## config.mk

```make
export PLATFORM = sky130hd
export DESIGN_NAME = fixed_block_pool_allocator
export DESIGN_NICKNAME = d
export VERILOG_FILES = /design/src/fbpa_pkg.sv /design/src/fbpa_cell.sv /design/src/fixed_block_pool_allocator.sv
export SDC_FILE = /design/constraint.sdc
export NUM_CORES = 1
export LEC_CHECK = 0
export BUFFER_PORTS_ARGS = -buffer_cell sky130_fd_sc_hd__buf_2
export CORE_ASPECT_RATIO = 1.4
export CORE_MARGIN = 2
export CORE_UTILIZATION = 60
export DETAILED_ROUTE_END_ITERATION = 10
export HOLD_SLACK_MARGIN = 0.06
export PLACE_DENSITY = 0.79
export SYNTH_ARGS = -nofsm -noshare
export SYNTH_HDL_FRONTEND = slang
export SYNTH_SLANG_ARGS = --single-unit
export TNS_END_PERCENT = 100
```

## constraint.sdc

```tcl
create_clock -name clk_i -period 7.3 [get_ports clk_i]
set_clock_uncertainty 0.05 [all_clocks]
set_input_delay 0.365 -clock clk_i [delete_from_list [all_inputs] [get_ports clk_i]]
set_output_delay 0.365 -clock clk_i [all_outputs]
set_load 0.02 [all_outputs]
```

## src/fbpa_pkg.sv

```systemverilog
// Shared types and constants of the fixed block pool allocator.
package fbpa_pkg;

  // Default pool geometry
  localparam int unsigned NUM_BLOCKS_DEF  = 32;
  localparam int unsigned BLOCK_WORDS_DEF = 32;

  // Operation codes
  localparam logic OP_REQUEST = 1'b0;
  localparam logic OP_RELEASE = 1'b1;

  // Status codes
  localparam logic ST_OK  = 1'b0;
  localparam logic ST_ERR = 1'b1;

  // Input transaction
  typedef struct packed {
    logic        opcode;
    logic [31:0] release_address;
  } req_t;

  // Result transaction
  typedef struct packed {
    logic [31:0] block_address;
    logic        status;
  } rsp_t;

  // Controls broadcast to every stack cell
  typedef struct packed {
    logic load;      // refill the stack with its reset contents
    logic push;      // shift towards the bottom, new index enters the top
    logic pop;       // shift towards the top
    logic scan_clr;  // clear the match chain
    logic scan_en;   // advance the match chain by one cell
  } cell_ctrl_t;

endpackage

```

## src/fbpa_cell.sv

```systemverilog
// One stack cell: holds one free index, its valid bit and a match flag.
module fbpa_cell #(
  parameter int unsigned             IDX_W    = 5,
  parameter logic [IDX_W-1:0]        INIT_VAL = '0
) (
  input  logic                clk_i,
  input  logic                rst_ni,
  input  fbpa_pkg::cell_ctrl_t ctrl_i,
  input  logic [IDX_W-1:0]    idx_i,
  // neighbour nearer the top (feeds a push)
  input  logic [IDX_W-1:0]    up_entry_i,
  input  logic                up_valid_i,
  // neighbour nearer the bottom (feeds a pop and the match chain)
  input  logic [IDX_W-1:0]    dn_entry_i,
  input  logic                dn_valid_i,
  input  logic                dn_hit_i,
  output logic [IDX_W-1:0]    entry_o,
  output logic                valid_o,
  output logic                hit_o
);

  logic [IDX_W-1:0] entry_q, entry_d;
  logic             valid_q, valid_d;
  logic             hit_q, hit_d;

  // Stack movement
  always_comb begin
    entry_d = entry_q;
    valid_d = valid_q;
    if (ctrl_i.load) begin
      entry_d = INIT_VAL;
      valid_d = 1'b1;
    end else if (ctrl_i.push) begin
      entry_d = up_entry_i;
      valid_d = up_valid_i;
    end else if (ctrl_i.pop) begin
      entry_d = dn_entry_i;
      valid_d = dn_valid_i;
    end
  end

  // Match flag travels towards the top, picking up this cell's compare
  always_comb begin
    hit_d = hit_q;
    if (ctrl_i.scan_clr) begin
      hit_d = 1'b0;
    end else if (ctrl_i.scan_en) begin
      hit_d = dn_hit_i | (valid_q && (entry_q == idx_i));
    end
  end

  always_ff @(posedge clk_i or negedge rst_ni) begin
    if (!rst_ni) begin
      entry_q <= INIT_VAL;
      valid_q <= 1'b1;
      hit_q   <= 1'b0;
    end else begin
      entry_q <= entry_d;
      valid_q <= valid_d;
      hit_q   <= hit_d;
    end
  end

  assign entry_o = entry_q;
  assign valid_o = valid_q;
  assign hit_o   = hit_q;

endmodule

```

## src/fixed_block_pool_allocator.sv

```systemverilog
// Top level of the fixed block pool allocator: control, reciprocal divider and cell chain.
//
//  channel   | direction | handshake                     | payload
//  ----------+-----------+-------------------------------+------------------------
//  command   | in        | start / busy                  | req_i  (fbpa_pkg::req_t)
//  result    | out       | result_valid_o, one cycle     | rsp_o  (fbpa_pkg::rsp_t)
//  config    | in/out    | psel/penable/pwrite, pready=1 | paddr, pwdata, prdata
//
// A request, or a release outside the pool or onto a full stack: result next cycle, busy low.
// Other releases hold busy through one reciprocal multiply, then one alignment check
// (a misaligned address answers here), then a scan as the match flag ripples up the chain.
// Reset and a write to pool_base refill the stack with 0..NUM_BLOCKS-1.
// The receiver cannot stall; each result is shown for exactly one cycle.
module fixed_block_pool_allocator #(
  parameter int unsigned NUM_BLOCKS  = fbpa_pkg::NUM_BLOCKS_DEF,
  parameter int unsigned BLOCK_WORDS = fbpa_pkg::BLOCK_WORDS_DEF
) (
  input  logic           clk_i,
  input  logic           rst_ni,
  // command transaction
  input  logic           start,
  output logic           busy,
  input  fbpa_pkg::req_t req_i,
  // result transaction
  output logic           result_valid_o,
  output fbpa_pkg::rsp_t rsp_o,
  // configuration port
  input  logic           psel,
  input  logic           penable,
  input  logic           pwrite,
  input  logic [2:0]     paddr,
  input  logic [31:0]    pwdata,
  output logic [31:0]    prdata,
  output logic           pready
);

  localparam int unsigned IDX_W   = (NUM_BLOCKS > 1) ? $clog2(NUM_BLOCKS) : 1;
  localparam int unsigned CNT_W   = $clog2(NUM_BLOCKS + 1);
  localparam int unsigned BLK_B   = BLOCK_WORDS * 4;
  localparam int unsigned LIMIT   = NUM_BLOCKS * BLK_B;
  localparam int unsigned OFF_W   = $clog2(LIMIT);
  localparam logic [31:0] HDR_B   = 32'((NUM_BLOCKS + 1) * 4);
  localparam logic [31:0] BLK_B32 = 32'(BLK_B);
  localparam logic [31:0] LIM32   = 32'(LIMIT);
  // Reciprocal of the block size, exact for every offset below 2^OFF_W
  localparam int unsigned     BLK_LG  = $clog2(BLK_B);
  localparam int unsigned     SHIFT   = OFF_W + BLK_LG;
  localparam int unsigned     RCP_W   = OFF_W + 2;
  localparam int unsigned     PROD_W  = OFF_W + RCP_W;
  localparam longint unsigned RCP_VAL = ((64'd1 << SHIFT) + BLK_B - 1) / BLK_B;
  localparam logic [RCP_W-1:0] RCP    = RCP_W'(RCP_VAL);

  typedef enum logic [3:0] {
    S_IDLE = 4'b0001,
    S_DIV  = 4'b0010,
    S_CHK  = 4'b0100,
    S_SCAN = 4'b1000
  } state_e;

  state_e               state_q, state_d;
  logic [31:0]          base_q;
  logic [OFF_W-1:0]     off_q, off_d;
  logic [IDX_W-1:0]     quo_q, quo_d;
  logic [CNT_W-1:0]     cnt_q, cnt_d;
  logic                 out_vld_q, out_vld_d;
  fbpa_pkg::rsp_t       out_q, out_d;
  fbpa_pkg::cell_ctrl_t ctrl;

  logic [IDX_W-1:0]      entry_w [NUM_BLOCKS];
  logic [NUM_BLOCKS-1:0] valid_w;
  logic [NUM_BLOCKS-1:0] hit_w;

  logic              cfg_wr;
  logic [31:0]       req_addr;
  logic [31:0]       rel_off;
  logic [31:0]       off_ext;
  logic [31:0]       chk_off;
  logic [PROD_W-1:0] prod;

  // Configuration port
  assign cfg_wr = psel && penable && pwrite && (paddr[2] == 1'b0);
  assign pready = 1'b1;
  assign prdata = (paddr[2] == 1'b0) ? base_q : 32'h0;

  always_ff @(posedge clk_i or negedge rst_ni) begin
    if (!rst_ni) begin
      base_q <= 32'h0;
    end else if (cfg_wr) begin
      base_q <= pwdata;
    end
  end

  // Address arithmetic
  assign req_addr = base_q + HDR_B + (32'(entry_w[0]) * BLK_B32);
  assign rel_off  = req_i.release_address - base_q - HDR_B;
  assign off_ext  = 32'(off_q);
  assign prod     = PROD_W'(off_q) * PROD_W'(RCP);
  assign chk_off  = 32'(quo_q) * BLK_B32;

  // Sequencer
  always_comb begin
    state_d   = state_q;
    off_d     = off_q;
    quo_d     = quo_q;
    cnt_d     = cnt_q;
    out_vld_d = 1'b0;
    out_d     = out_q;
    ctrl      = '0;
    ctrl.load = cfg_wr;
    case (state_q)
      S_IDLE: begin
        if (start) begin
          if (req_i.opcode == fbpa_pkg::OP_REQUEST) begin
            out_vld_d = 1'b1;
            if (valid_w[0]) begin
              out_d.block_address = req_addr;
              out_d.status        = fbpa_pkg::ST_OK;
              ctrl.pop            = 1'b1;
            end else begin
              out_d.block_address = 32'h0;
              out_d.status        = fbpa_pkg::ST_ERR;
            end
          end else if ((rel_off >= LIM32) || valid_w[NUM_BLOCKS-1]) begin
            out_vld_d           = 1'b1;
            out_d.block_address = 32'h0;
            out_d.status        = fbpa_pkg::ST_ERR;
          end else begin
            off_d         = rel_off[OFF_W-1:0];
            quo_d         = '0;
            cnt_d         = '0;
            ctrl.scan_clr = 1'b1;
            state_d       = S_DIV;
          end
        end
      end
      S_DIV: begin
        quo_d   = IDX_W'(prod >> SHIFT);
        state_d = S_CHK;
      end
      S_CHK: begin
        // only an exact block start may be released
        if (off_ext != chk_off) begin
          out_vld_d           = 1'b1;
          out_d.block_address = 32'h0;
          out_d.status        = fbpa_pkg::ST_ERR;
          state_d             = S_IDLE;
        end else begin
          state_d = S_SCAN;
        end
      end
      S_SCAN: begin
        if (cnt_q == CNT_W'(NUM_BLOCKS)) begin
          out_vld_d           = 1'b1;
          out_d.block_address = 32'h0;
          if (hit_w[0]) begin
            out_d.status = fbpa_pkg::ST_ERR;
          end else begin
            out_d.status = fbpa_pkg::ST_OK;
            ctrl.push    = 1'b1;
          end
          state_d = S_IDLE;
        end else begin
          ctrl.scan_en = 1'b1;
          cnt_d        = cnt_q + CNT_W'(1);
        end
      end
      default: begin
        state_d = S_IDLE;
      end
    endcase
  end

  always_ff @(posedge clk_i or negedge rst_ni) begin
    if (!rst_ni) begin
      state_q   <= S_IDLE;
      out_vld_q <= 1'b0;
    end else begin
      state_q   <= state_d;
      out_vld_q <= out_vld_d;
    end
  end

  // Datapath registers
  always_ff @(posedge clk_i) begin
    off_q <= off_d;
    quo_q <= quo_d;
    cnt_q <= cnt_d;
    out_q <= out_d;
  end

  assign busy           = (state_q != S_IDLE);
  assign result_valid_o = out_vld_q;
  assign rsp_o          = out_q;

  // Cell chain: cell 0 is the top of the stack
  for (genvar k = 0; k < NUM_BLOCKS; k++) begin : g_cell
    logic [IDX_W-1:0] up_entry, dn_entry;
    logic             up_valid, dn_valid, dn_hit;

    if (k == 0) begin : g_top
      assign up_entry = quo_q;
      assign up_valid = 1'b1;
    end else begin : g_mid_up
      assign up_entry = entry_w[k-1];
      assign up_valid = valid_w[k-1];
    end

    if (k == NUM_BLOCKS - 1) begin : g_bottom
      assign dn_entry = '0;
      assign dn_valid = 1'b0;
      assign dn_hit   = 1'b0;
    end else begin : g_mid_dn
      assign dn_entry = entry_w[k+1];
      assign dn_valid = valid_w[k+1];
      assign dn_hit   = hit_w[k+1];
    end

    fbpa_cell #(
      .IDX_W    (IDX_W),
      .INIT_VAL (IDX_W'(NUM_BLOCKS - 1 - k))
    ) u_cell (
      .clk_i      (clk_i),
      .rst_ni     (rst_ni),
      .ctrl_i     (ctrl),
      .idx_i      (quo_q),
      .up_entry_i (up_entry),
      .up_valid_i (up_valid),
      .dn_entry_i (dn_entry),
      .dn_valid_i (dn_valid),
      .dn_hit_i   (dn_hit),
      .entry_o    (entry_w[k]),
      .valid_o    (valid_w[k]),
      .hit_o      (hit_w[k])
    );
  end

`ifndef SYNTH
  // A pop only ever takes a live entry off the top
  a_pop_nonempty: assert property (@(posedge clk_i) disable iff (!rst_ni)
    ctrl.pop |-> (valid_w[0] && !ctrl.push))
    else $error("pop issued on an empty stack");

  // A push never overflows the bottom cell
  a_push_not_full: assert property (@(posedge clk_i) disable iff (!rst_ni)
    ctrl.push |-> !valid_w[NUM_BLOCKS-1])
    else $error("push issued on a full stack");

  // Every result follows an accepted transaction or the end of a busy spell
  a_result_cause: assert property (@(posedge clk_i) disable iff (!rst_ni)
    result_valid_o |-> ($past(start && !busy) || $past(busy)))
    else $error("result without a transaction");

  // The sequencer only leaves idle on an accepted release
  a_busy_cause: assert property (@(posedge clk_i) disable iff (!rst_ni)
    $rose(busy) |-> ($past(start) && ($past(req_i.opcode) == fbpa_pkg::OP_RELEASE)))
    else $error("busy raised without a release");
`endif

endmodule

```

Word-level counts from Yosys, hierarchy flattened
Index checks and enable logic that the tools add are counted.
- bits in registers: 317
- input port bits: 74
- output and inout port bits: 68
- logic and storage cells: 532
- add/subtract/negate cells: 5
- order comparisons: 1
- equality and inequality tests: 46
- mux-type cells: 297
- bitwise gates (word level): 33
- reduce and logical (&&, ||, !) cells: 46
- operator list (operator ; number):
    5-bit 2-to-1 mux ; 99
    33-bit 2-to-1 mux ; 6
    1-bit 2-to-1 mux ; 175
    5-bit equality test ; 32
    33-bit case mux with 3 select lines ; 1
    1-bit logical AND ; 35
    32-bit by 12-bit adder with 32-bit output ; 1
    32-bit by 8-bit adder with 32-bit output (second input constant) ; 1
    32-bit by 13-bit >= comparator with 1-bit output (second input constant) ; 1
    32-bit 2-to-1 mux ; 1
    32-bit subtractor ; 1
    32-bit by 8-bit subtractor with 32-bit output (second input constant) ; 1
    1-bit bitwise OR ; 31
    6-bit 2-to-1 mux ; 4
    4-bit 2-to-1 mux ; 5
    4-bit case mux with 4 select lines ; 1
    12-bit inequality test ; 1
    2-bit inequality test (second input constant) ; 6
    6-bit case mux with 2 select lines ; 1
    4-bit AND reduction ; 3
    5-bit case mux with 2 select lines ; 1
    5-bit AND reduction ; 2
    6-bit by 1-bit adder with 6-bit output (second input constant) ; 1
    6-bit equality test (second input constant) ; 1
    12 further kinds ; 17

Logic depth before layout (Yosys ltp)
- depth in word-level cells: 11
- mapped depth: 15
- mapped depth without buffers: 14

Hierarchy
Synthesis repeated with hierarchy kept, for this count alone.
- cells, all modules: 2097
- area, all modules: 22101.2 sq um
- modules (own cells, without submodules) (module ; instances ; cells an instance ; area an instance (sq um) ; seq. area each (sq um)):
    fixed_block_pool_allocator ; 1 ; 882 ; 7427.1 ; 2608.8
    fbpa_cell at g_cell[10].u_cell ... ; 10 ; 38 ; 460.4 ; 180.2
    fbpa_cell at g_cell[11].u_cell ... ; 10 ; 38 ; 456.7 ; 178.9
    fbpa_cell at g_cell[16].u_cell ... ; 5 ; 38 ; 464.2 ; 181.4
    fbpa_cell at g_cell[15].u_cell ... ; 5 ; 38 ; 452.9 ; 177.7
    fbpa_cell at g_cell[0].u_cell ; 1 ; 37 ; 467.9 ; 182.7
    fbpa_cell at g_cell[31].u_cell ; 1 ; 38 ; 449.2 ; 176.4

Worst setup path after synthesis
OpenSTA, ideal clock, no wires.
- kind: register -> register
- from: reg base_q[8]
- to: reg out_q (netlist bit rsp_o[0]), enable pin
- setup time: 0.433 ns
- arrival: 4.262 ns
- data required time: 6.817 ns
- setup slack: 2.556 ns
- cell stages (with the launch flop): 14
- buffers on the path: 1
- clock period less this slack: 4.744 ns
- cells stage by stage: dfrtp_1 > ha_1 > inv_1 > ha_1 > clkbuf_1 > nand4_1 > nor3_1 > nor2_1 > o41ai_2 > o2111a_1 > a221oi_1 > nand4_1 > nor3_1 > o211ai_1
- cells in the longest elaborated chain, start to end: 6
- ends and longest elaborated chain (item ; line ; RTL):
    from (decl) ; fixed_block_pool_allocator.sv:61 ; logic [31:0] base_q;
    from (signal assigned) ; fixed_block_pool_allocator.sv:89 ; base_q <= pwdata;
    32-bit subtractor ; fixed_block_pool_allocator.sv:95 ; assign rel_off = req_i.release_address - base_q - HDR_B;
    32-bit by 8-bit subtractor with 32-bit output ; fixed_block_pool_allocator.sv:95 ;
    32-bit by 13-bit >= comparator with 1-bit output ; fixed_block_pool_allocator.sv:123 ; end else if ((rel_off >= LIM32) || valid_w[NUM_BLOCKS-1]) begin
    1-bit logical OR ; fixed_block_pool_allocator.sv:123 ;
    3-bit inequality test (no line) ; - ;
    5-bit AND reduction (no line) ; - ;
    to (signal assigned) ; fixed_block_pool_allocator.sv:188 ; out_q <= out_d;
    to (decl) ; fixed_block_pool_allocator.sv:66 ; fbpa_pkg::rsp_t out_q, out_d;
Every way passes these cells.
A chain may end at the register's enable or synchronous reset.

Final worst setup path
- from: reg base_q[15]
- to: reg quo_q[2], in the netlist g_cell[0].up_entry[2], enable pin
- cells in the longest elaborated chain, start to end: 6
- ends and longest elaborated chain (item ; line ; RTL):
    32-bit subtractor ; fixed_block_pool_allocator.sv:95 ;
    32-bit by 8-bit subtractor with 32-bit output ; fixed_block_pool_allocator.sv:95 ;
    32-bit by 13-bit >= comparator with 1-bit output ; fixed_block_pool_allocator.sv:123 ;
    1-bit logical OR ; fixed_block_pool_allocator.sv:123 ;
    2-bit inequality test (no line) ; - ;
    4-bit AND reduction (no line) ; - ;
    to (signal assigned) ; fixed_block_pool_allocator.sv:186 ; quo_q <= quo_d;
    to (decl) ; fixed_block_pool_allocator.sv:63 ; logic [IDX_W-1:0] quo_q, quo_d;
Every way passes these cells.

==> impl_results.md <==
- DRC: 0
- Critical Path RT: 7.48 ns
- Total Die Area: 34140 sq um
- Final WL: roughly 53000 microns
- DRT Pass-1 Iters: 5
- Grt total ovfl: 0
- Final Core Density: 0.6756
- Cts bufs inserted: 34
- Reg area: 8354 sq um
- Initial drt markers: roughly 1400
- Number of global-route vias before repair: 17320
- Startpoint type of the worst setup path: flip-flop
- P&R area growth vs syn: 11.36%
- GRT Total Usage: 0.3103
- Via Count: 17200
- Sequential-to-total area share from yosys stat: 0.4263
- Pint: ~4.7 mW
- Clock-pin slew on the worst setup and hold paths: ~0.060 ns
- Syn nets: around 2500
- Yosys cell types: 74
- CTS root buffer: clkbuf_16
- Seq cells post-synth: roughly 320
- Syn Inst Count: 2334
- Max Cap Violations: 0
- CTS tree: done
- Status: finished clean
- Hold depth: 3
- Ys async rst share: 0.8233
- Tot Pwr: 7.464 mW
- Least-Margin Pin Slew: about 1.1 ns
- Logic pwr share: 0.328
- Vias per cell: 6.003
- Worst-path fanout max: 47
- Post-Synth Simple-Gate Area: 0.2336
- Mapped Area: 19600 sq um
- Rows: a little under 80
- Switch share: 0.3755
- LEAKAGE: 9.631 nW
- Mux share of post-synthesis cell area: 0.0005108
- Die Y-Extent: 217.8 microns
- CORE AREA: 32300 sq um
- Hold Fails Final Rpt: 0
- Minimum clock period: 5.193 ns
- P per Cell Area: 342.0 nW/um^2
- Initial Util: 0.6066
- Most used flip-flop cell after synthesis: dfrtp_1
- Final nets: 2550
- Final slew viol count: 0
- R2R depth: 13
- Final ANT Viol Nets: 0
- Final Cycle Share: 0.7114
- Max clock buf depth: 3
- Clock Latency Late Sink: 0.53 ns
- Port Buffers: 138
- Internal reg-to-reg setup slack: roughly 2.1 ns
- Ports: 142
- # fillers: about 2500
- Post-Synth Adder-Cell Area: 0.04891
- Setup tns final: 0 ns
- Clock Power Share: 0.231
- DR WL/cell: 18.43 microns
- Seq pwr share: 0.441
- Total net switching power: 2.803 mW
- Fraction of layout cells with a size suffix above 1: 0.1580
- Compound-Gate Fraction of Synth Area: 0.1428
- CP arrival: 5.37 ns
- Largest family of logic cells by synthesized area: simple AND/OR/NAND/NOR gates
- CTS sink count: around 320
- DP Wirelength: 32800 microns
- RSZ-0062 raised after global routing: false
- Synth Area in XOR/XNOR: 0.09430
- Type of the worst setup path: flip-flop to flip-flop
- Yosys Warn Count: 0
- Area occupied by multi-input gates: 10210 sq um
- Max Clk Rate: 0.1926 GHz
- Worst slew margin: 0.2601
- Avg Cell Area, Syn: around 8.4 sq um
- Largest net degree at the start of global routing: ~160
- CP Capture Type: flip-flop
- First-pass GRT wire length: ~86000 microns
- # H-tree levels: 2
- Worst hold path type: primary input to flip-flop
- Count of final setup violators: 0
- Max IR drop VDD: 0.0002847 V
- Die width: roughly 160 microns
- Initial antenna violation count: 1
- EDFF count, synth: 56
- Gpl congestion: 0.9442
-- area by class of cell --
type / instances / share of cell area
Multi-Input combinational cell: 1747 / 0.4680
Sequential cell: 317 / 0.3828
Timing Repair Buffer: 192 / 0.05504
Clock buffer: 51 / 0.04564
Tap cell: 440 / 0.02523
Inverter: 108 / 0.01858
Clock inverter: 9 / 0.004587
Antenna cell: 1 / 0.0001147
-- timing repair --
action / CTS / global route
hold buffers: 33 / 0
gates resized for setup: 0 / 0
endpoints found under the hold margin: 84 / 0
setup buffers: 0 / 0
setup endpoints to repair: 0 / 0
-- sequential cells by signal, indices dropped and copies added (netlist names), 5 cells and up --
name	flops
base_q	32
off_q	12
g_cell.u_cell.hit_o	32
rsp_o	33
g_cell.u_cell.entry_o	160
g_cell.up_entry	5
g_cell.u_cell.valid_o	32
cnt_q	6
-- critical path, cell delays in order (launching register included) --
cell and delay [ns]:
dfrtp_1 0.51, ha_1 0.34, inv_1 0.05, ha_1 0.38, a21oi_1 0.35, o211ai_1 0.17
a221oi_1 0.51, o221ai_1 0.18, or4_1 0.56, nor4_1 0.32, nand4_1 0.25, nor4_4 0.25
buf_4 0.65, or2_2 0.31
-- worst paths after layout --
kind,startpoint,endpoint
min,start,state_q[1]
max in group asynchronous,rst_ni,base_q[26]
max reg2reg,base_q[15],g_cell[0].up_entry[2]
min reg2reg,g_cell[30].u_cell.valid_o,g_cell[31].u_cell.valid_o
min in group asynchronous,rst_ni,g_cell[22].u_cell.entry_o[2]
max,base_q[15],g_cell[0].up_entry[2]
-- cell families (layout without fill, tap and decap cells) --
group	Yosys count	in the layout
other cells	1	2
flops	317	317
xor+xnor	211	211
buf+inv	270	360
compound gates	399	399
mux	1	1
fa+ha+maj	76	76
simple gates	1059	1059
-- placed cells by master (no fill, tap or decap), types with 4 or more instances in the layout --
cell type      netlist  layout
o21ai_0            139     139
dfstp_2            113     113
nor4_1              38      38
and3_1               4       4
ha_1                75      75
nand4_1             12      12
dlygate4sd3_1        0      33
clkbuf_1           142      10
o211ai_1             8       8
o21bai_1             8       8
a31oi_1             39      39
dfrtp_1            148     148
inv_1              108     108
a211oi_1            11      11
buf_2                5     137
nor3_1               9       9
a21oi_1             44      44
a21o_1              10      10
nor2b_1             32      31
a21oi_2              4       4
nand2_1            615     615
xor2_1             156     156
clkbuf_16            0      35
nor2_1             161     161
or3_1                6       6
edfxtp_1            56      56
buf_4                1      20
a311oi_1            75      75
and2_1               9       9
clkinv_2             0       4
nand3_1            141     141
xnor2_1             55      55
nor3b_1              6       5
clkbuf_8             0       6
a211oi_2            28      28
o21a_1               4       4
-- metal layers --
| layer | global-route usage | up-vias | wire, microns |
|---|---|---|---|
| li1 | - | 8032 | - |
| met1 | 0.3529 | 8287 | 19690 |
| met2 | 0.5547 | 707 | 27010 |
| met3 | 0.05068 | 173 | 3353 |
| met4 | 0.1633 | 0 | 2752 |
| met5 | 0 | - | 0 |
-- cell usage after synthesis (all sizes together), types with 8 or more instances --
| master | instances | area (sq um) |
|---|---|---|
| o21ai | 141 | 713.2 |
| nand2 | 617 | 2321 |
| xor2 | 156 | 1366 |
| o211ai | 9 | 72.57 |
| nor2b | 32 | 200.2 |
| buf | 19 | 103.9 |
| ha | 75 | 938.4 |
| and2 | 10 | 63.81 |
| inv | 108 | 405.4 |
| a21oi | 48 | 255.2 |
| o21bai | 8 | 60.06 |
| a31oi | 39 | 244.0 |
| nand4 | 12 | 75.07 |
| nor4 | 39 | 259.0 |
| nor2 | 163 | 630.6 |
| dfstp | 113 | 2969 |
| a211oi | 39 | 432.9 |
| a311oi | 75 | 656.9 |
| xnor2 | 55 | 481.7 |
| edfxtp | 56 | 1682 |
| nand3 | 141 | 705.7 |
| a21o | 12 | 92.59 |
| clkbuf | 143 | 538.0 |
| dfrtp | 148 | 3704 |
| nor3 | 9 | 45.04 |
-- stage by stage --
step	cells	setup WS, ns	instance area, sq um	hold slack (ns)
5_1_grt	2865	1.809	21820	0.2604
4_1_cts	2864	2.166	21820	0.2284
6_report	2865	2.107	21820	0.2515
2_1_floorplan	2334	2.556	19600	0.01941
3_3_place_gp	2771	2.227	20390	0.3977
3_5_place_dp	2771	2.199	20390	0.4054
-- power by group through the flow --
stage | registers (mW) | clock network (mW) | logic, mW
2_1_floorplan | 3.09 | 0 | 1.87
3_5_place_dp | 3.30 | 0 | 2.39
5_1_grt | 3.37 | 1.82 | 2.76
3_3_place_gp | 3.28 | 0 | 2.29
4_1_cts | 3.28 | 1.75 | 2.43
6_report | 3.29 | 1.73 | 2.45
Power figures use the tool's default switching activity.
